[src/rtl/core/sps_pkg.sv]
// shared constants, types and state codes of the sorted pair sum search
package sps_pkg;

   localparam int MAX_ITEMS = 1024;
   localparam int DATA_W    = 32;
   localparam int ADDR_W    = $clog2(MAX_ITEMS);
   localparam int CNT_W     = $clog2(MAX_ITEMS + 1);

   typedef enum logic {
      ST_LOAD,
      ST_SCAN
   } sps_state_type;

   // start of a scan, handed from the load side to the scan engine
   typedef struct packed {
      logic                     start;
      logic [CNT_W-1:0]         count;
      logic signed [DATA_W-1:0] target;
   } sps_scan_ctl_type;

   // outcome of a scan
   typedef struct packed {
      logic                     done;
      logic                     found;
      logic signed [DATA_W-1:0] smaller;
      logic signed [DATA_W-1:0] larger;
   } sps_scan_sts_type;

endpackage

[src/rtl/core/sps_scan.sv]
// two-pointer scan engine: low and high index, one compare step per cycle, the final step held while hold is set
module sps_scan (
   input  logic                             clock,
   input  logic                             reset,
   input  sps_pkg::sps_scan_ctl_type        ctl,
   input  logic                             hold,
   input  logic signed [sps_pkg::DATA_W-1:0] lo_data,
   input  logic signed [sps_pkg::DATA_W-1:0] hi_data,
   output logic [sps_pkg::ADDR_W-1:0]        lo_addr,
   output logic [sps_pkg::ADDR_W-1:0]        hi_addr,
   output sps_pkg::sps_scan_sts_type         sts
);

   logic                              active_ff, active_in;
   logic                              prime_ff, prime_in;
   logic [sps_pkg::ADDR_W-1:0]        lo_ff, lo_in;
   logic [sps_pkg::ADDR_W-1:0]        hi_ff, hi_in;
   logic signed [sps_pkg::DATA_W-1:0] tgt_ff, tgt_in;

   logic signed [sps_pkg::DATA_W:0]   sum_w;
   logic signed [sps_pkg::DATA_W:0]   tgt_w;
   logic [sps_pkg::CNT_W-1:0]         cnt_m1;
   logic                              decide;
   logic                              exhausted;
   logic                              hit;
   logic                              finish;

   assign sum_w = {lo_data[sps_pkg::DATA_W-1], lo_data}
                + {hi_data[sps_pkg::DATA_W-1], hi_data};
   assign tgt_w = {tgt_ff[sps_pkg::DATA_W-1], tgt_ff};
   assign cnt_m1 = ctl.count - sps_pkg::CNT_W'(1);

   // ram data matches lo_ff/hi_ff except in the priming cycle
   assign decide    = active_ff && !prime_ff;
   assign exhausted = lo_ff >= hi_ff;
   assign hit       = sum_w == tgt_w;
   assign finish    = decide && (exhausted || hit);

   always_comb begin
      active_in = active_ff;
      prime_in  = 1'b0;
      lo_in     = lo_ff;
      hi_in     = hi_ff;
      tgt_in    = tgt_ff;
      if (ctl.start) begin
         active_in = 1'b1;
         prime_in  = 1'b1;
         tgt_in    = ctl.target;
         lo_in     = '0;
         hi_in     = (ctl.count >= sps_pkg::CNT_W'(2)) ? cnt_m1[sps_pkg::ADDR_W-1:0] : '0;
      end else if (finish) begin
         if (!hold) begin
            active_in = 1'b0;
         end
      end else if (decide) begin
         if (sum_w > tgt_w) begin
            hi_in = hi_ff - sps_pkg::ADDR_W'(1);
         end else begin
            lo_in = lo_ff + sps_pkg::ADDR_W'(1);
         end
      end
   end

   always_ff @(posedge clock) begin
      if (reset) begin
         active_ff <= 1'b0;
         prime_ff  <= 1'b0;
         lo_ff     <= '0;
         hi_ff     <= '0;
         tgt_ff    <= '0;
      end else begin
         active_ff <= active_in;
         prime_ff  <= prime_in;
         lo_ff     <= lo_in;
         hi_ff     <= hi_in;
         tgt_ff    <= tgt_in;
      end
   end

   // read ahead at the next indices so data lines up with the registers
   assign lo_addr = lo_in;
   assign hi_addr = hi_in;

   always_comb begin
      sts.done    = finish && !hold;
      sts.found   = hit && !exhausted;
      sts.smaller = (hit && !exhausted) ? lo_data : '0;
      sts.larger  = (hit && !exhausted) ? hi_data : '0;
   end

endmodule
[config.mk]
export PLATFORM = sky130hd
export DESIGN_NAME = sps_scan
export DESIGN_NICKNAME = d
export VERILOG_FILES = /design/src/rtl/core/sps_pkg.sv /design/src/rtl/core/sps_scan.sv
export SDC_FILE = /design/constraint.sdc
export NUM_CORES = 1
export LEC_CHECK = 0
export BUFFER_PORTS_ARGS = -buffer_cell sky130_fd_sc_hd__buf_2
export CAP_MARGIN = 20
export CORE_ASPECT_RATIO = 2
export CORE_UTILIZATION = 35
export DETAILED_ROUTE_END_ITERATION = 6
export SLEW_MARGIN = 30
export SYNTH_ARGS = -nofsm -noshare
export SYNTH_HDL_FRONTEND = slang
export SYNTH_SLANG_ARGS = --single-unit
[constraint.sdc]
create_clock -name clock -period 8.2 [get_ports clock]
set_input_delay 1.64 -clock clock [delete_from_list [all_inputs] [get_ports clock]]
set_output_delay 1.64 -clock clock [all_outputs]
set_load 0.03 [all_outputs]
Yosys cells after proc, flatten, opt, wreduce, memory -nomap -nowiden
Index checks and enable logic that the tools add are counted.
- logic and storage cells: 39
- register bits after elaboration: 54
- bits of input ports: 111
- mux-type cells: 15
- add/subtract/negate cells: 4
- eq/ne operators: 2
- order comparisons: 3
- reduce and logical (&&, ||, !) cells: 10
- operators by type and width (kind ; number):
    10-bit two-way mux ; 9
    32-bit two-way mux ; 2
    32-bit by 32-bit adder with 33-bit output ; 1
    33-bit by 32-bit == test with 1-bit output ; 1
    33-bit by 32-bit greater-than comparator with 1-bit output ; 1
    10-bit by 1-bit subtractor with 10-bit output, second input constant ; 2
    11-bit by 2-bit greater-or-equal comparator with 1-bit output, second input constant ; 1
    10-bit by 1-bit adder with 10-bit output, second input constant ; 1
    10-bit greater-or-equal comparator ; 1
    1-bit logical AND ; 4
    1-bit two-way mux ; 4
    1-bit zero test ; 3
    2-bit inequality test, second input constant ; 1
    2-bit AND reduction ; 1
    2-bit nonzero test ; 1
    1-bit logical OR ; 1

Longest topological paths before layout
- depth after elaboration: 6
- gate-level depth with buffers: 21
- mapped depth without buffers: 20

Worst setup path before layout
Ideal clock, no wire load.
- kind: input to output
- start: input port lo_data[0] in the netlist's numbering
- end: output port lo_addr[9] in the netlist's numbering
- path slack: 0.247 ns
- cell stages on the path: 20
- required time: 6.560 ns
- data arrival time: 6.313 ns
- cell sequence: ha_1 inv_1 fa_1 nor2b_1 o2111ai_1 a31oi_1 o31a_1 o21ai_0 a21oi_1 or4b_2 nand3_1 ha_1 nand4_1 and4bb_4 a221o_1 a211oi_2 o211a_4 nand4_4 or4_4 a21oi_1
- word-level cells in the longest chain between the ends: 6
- ends and longest elaborated chain (element ; line ; source):
    start: declaration ; sps_scan.sv:7 ; input logic signed [sps_pkg::DATA_W-1:0] lo_data,
    32-bit by 32-bit adder with 33-bit output (*) ; sps_scan.sv:29 ; + {hi_data[sps_pkg::DATA_W-1], hi_data};
    33-bit by 32-bit greater-than comparator with 1-bit output / 33-bit by 32-bit == test with 1-bit output (equally long branches) ; sps_scan.sv:56, sps_scan.sv:36 ;
    10-bit two-way mux / 1-bit logical OR (equally long branches) ; sps_scan.sv:56, sps_scan.sv:37 ;
    10-bit two-way mux / 1-bit logical AND (equally long branches) ; sps_scan.sv:55, sps_scan.sv:37 ;
    10-bit two-way mux (*) ; sps_scan.sv:51 ; end else if (finish) begin
    10-bit two-way mux (*) ; sps_scan.sv:45 ; if (ctl.start) begin
    end: declaration ; sps_scan.sv:9 ; output logic [sps_pkg::ADDR_W-1:0] lo_addr,
Mark *: on every way between the ends. The rest lies on a longest branch, timed or not.

Worst setup path after layout
- start: input port lo_data[0] in the netlist's numbering
- end: output port hi_addr[9] in the netlist's numbering
- word-level cells in the longest chain between the ends: 6
- ends and longest elaborated chain (element ; line ; source):
    32-bit by 32-bit adder with 33-bit output (*) ; sps_scan.sv:29 ;
    33-bit by 32-bit greater-than comparator with 1-bit output / 33-bit by 32-bit == test with 1-bit output (equally long branches) ; sps_scan.sv:56, sps_scan.sv:36 ;
    10-bit two-way mux / 1-bit logical OR (equally long branches) ; sps_scan.sv:56, sps_scan.sv:37 ;
    10-bit two-way mux / 1-bit logical AND (equally long branches) ; sps_scan.sv:55, sps_scan.sv:37 ;
    10-bit two-way mux (*) ; sps_scan.sv:51 ;
    10-bit two-way mux (*) ; sps_scan.sv:45 ;
    end: declaration ; sps_scan.sv:10 ; output logic [sps_pkg::ADDR_W-1:0] hi_addr,
Marked as above.

==> flow_metrics.env <==
export IMPL_ys_warn_count=0
export IMPL_die_area_um2=17100
export IMPL_utilization_pct=46.3
export IMPL_root_buffer="clkbuf_16"
export IMPL_cts_tree="done"
export IMPL_crit_type="input port to output pin"
export IMPL_final_cells=1172
export IMPL_htree_levels=2
export IMPL_wl_met1_mm=6.14
export IMPL_synth_common_cells="nor2_1 (80), ha_1 (79), inv_1 (67)"
export IMPL_power_density_nw_per_um2=127
export IMPL_ys_seq_elements=54
export IMPL_max_clock_freq_mhz=125
export IMPL_synth_edff_count=0
export IMPL_critical_path_max_fanout=4
export IMPL_grt_pass1_vias=5734
export IMPL_leakage_nw=3.69
export IMPL_cp_slowest_cell="or4b_2"
export IMPL_dp_hpwl_mm=13.7
export IMPL_antenna_found_initial=3
export IMPL_status="complete, no violations"
export IMPL_wl_met3_um=702
export IMPL_grt_max_degree=66
export IMPL_core_area_um2=16300
export IMPL_first_iter_violations=169
export IMPL_yosys_area_top_type_share_pct=18.6
export IMPL_syn_to_final_growth_pct=29.6
export IMPL_synth_area_leaders="dfxtp_1 (19%), ha_1 (17%), and2_1 (7.1%)"
export IMPL_grt_usage_pct=19.0
export IMPL_placementRows=66
export IMPL_synthFlopType="dfxtp_1"
export IMPL_top_layer="met5"
export IMPL_final_nets=1158
export IMPL_clockBufferDepth=2
export IMPL_die_w_um=93.1
export IMPL_n_antenna_cell=0
export IMPL_portBuffers=196
export IMPL_yosysTopAreaCell="dfxtp_1"
export IMPL_grt_ovfl_total=0
export IMPL_routed_wl_mm=16.6
export IMPL_min_delay_path_class="register to register"
export IMPL_cap_violations=0
export IMPL_synth_sequential_area_ratio_pct=18.6
export IMPL_cts_buffers=5
export IMPL_final_setup_tns_ps=0
export IMPL_gp_congestion=0.888
export IMPL_clock_latency_ps=300
export IMPL_placedCellCount=1158
export IMPL_firstDrtPassIters=4
export IMPL_vias_per_cell=5.26
export IMPL_final_hold_viol_count=0
export IMPL_drive_above_1_share_pct=29.2
export IMPL_irDropWorstVdd_v=0.000120
export IMPL_arrival_ps=6380
export IMPL_wl_per_cell_um=14.2
export IMPL_synth_avg_cell_area_um2=7.59
export IMPL_met2WireLength_mm=9.21
export IMPL_syn_area_um2=5810
export IMPL_vias=6168
export IMPL_finalClockSkew_ps=10.4
export IMPL_clkTransAtPathRegs_ps=70
export IMPL_initial_core_util_pct=35.7
export IMPL_clock_sinks=54
export IMPL_grt_pass1_wl_mm=26.2
export IMPL_worst_pin_slew_ps=816
export IMPL_syn_nets=956
export IMPL_num_io_pins=197
export IMPL_cp_end_kind="output pin"
export IMPL_ant_nets=0
export IMPL_cp_slowest_stage_delay_ps=620
export IMPL_synthCells=765
export IMPL_drv_slew=0
export IMPL_synthMostInstantiatedCell="nor2_1"
export IMPL_cp_common_cell="buf_4"
export IMPL_cp_data_required_time_ps=6560
export IMPL_cp_start_kind="input port"
export IMPL_drcViolationCount=0
export IMPL_fin_crit_ps=8020
export IMPL_synth_cell_types=62
export IMPL_max_slew_margin_rel_pct=45.6
export IMPL_setup_viol=0
export IMPL_die_h_um=184
export IMPL_period_share_pct=97.8
export IMPL_async_reset_ff_share_pct=0
-- registers in the layout, summed over array words and instances, names as in the netlist --
name       flops
hi_ff         10
prime_ff       1
active_ff      1
lo_ff         10
tgt_ff        32
-- power by group --
group          total, mW  switching, mW  internal (mW)
registers          0.288         0.0108          0.277
clock network      0.219          0.104          0.115
logic              0.450          0.246          0.204
total              0.956          0.360          0.596
-- path summary, 6_finish.rpt --
check                     startpoint                      end  slack (ps)  cells past startpoint
max                       lo_data[0]               hi_addr[9]         180                     25
min          tgt_ff[19]$_SDFFE_PP0P_  tgt_ff[19]$_SDFFE_PP0P_         500                      2
max reg2reg      lo_ff[0]$_SDFF_PP0_      hi_ff[6]$_SDFF_PP0_        5140                     12
min reg2reg  tgt_ff[19]$_SDFFE_PP0P_  tgt_ff[19]$_SDFFE_PP0P_         500                      2
-- repair_timing --
item | in CTS | in global routing
hold buffers | 0 | 0
cloned | 0 | 1
buffers inserted | 0 | 5
resized for setup | 3 | 51
endpoints found under the hold margin | 0 | 0
pin swaps | 3 | 20
endpoints found under the setup margin | 12 | 20
-- cells in the final DEF, fill, tap and decap left out, drive strengths merged, types with 31 or more instances in the layout --
cell,n
buf,227
nor2,80
ha,79
inv,68
and2,66
dfxtp,54
a21oi,50
mux2i,35
nand2,31
-- cell type report --
| class | instances | area [µm²] |
|---|---|---|
| fillers | 1708 | 8740 |
| multi-input cells | 612 | 4530 |
| repair buffers | 227 | 1260 |
| flip-flops and latches | 54 | 1080 |
| well taps | 204 | 255 |
| inverters | 67 | 251 |
| clock buffers | 5 | 125 |
| clock inverters | 3 | 25.0 |
-- stage by stage --
stage | total power, mW | hold slack, ps | area [µm²] | setup slack, ps
after floorplan | 0.581 | 460 | 5810 | 247
after global placement | 0.711 | 473 | 7130 | 0.339
after detailed placement | 0.716 | 482 | 7130 | -130
after CTS | 0.943 | 501 | 7290 | 5.59
after global routing | 1.04 | 529 | 7530 | -26.3
final | 0.956 | 496 | 7530 | 183
-- critical path, delay by kind of cell --
kind                       cells  cell delay [ps]
buffers and inverters          6              740
and+or+nand+nor                7             1310
adders and majority gates      3              640
AOI/OAI and AO/OA              9             2040
-- cells by family (layout without fill, tap and decap cells) --
logic type                 Yosys count  in the layout  share of synthesized area [%]
AOI/OAI and AO/OA                  162            162                           18.3
DFF                                 54             54                           18.6
xor gates and xnor gates            37             37                           5.58
adders and majority gates           80             80                           17.4
and+or+nand+nor                    298            298                           27.7
muxes                               35             35                           6.03
buffers and inverters               99            302                           6.42
-- routing by layer --
layer	vias up	track usage [%]
met2	167	37.3
met4	4	8.68
met3	33	2.15
met1	2834	19.4
li1	3130	-
met5	-	0
Power figures use the tool's default switching activity.
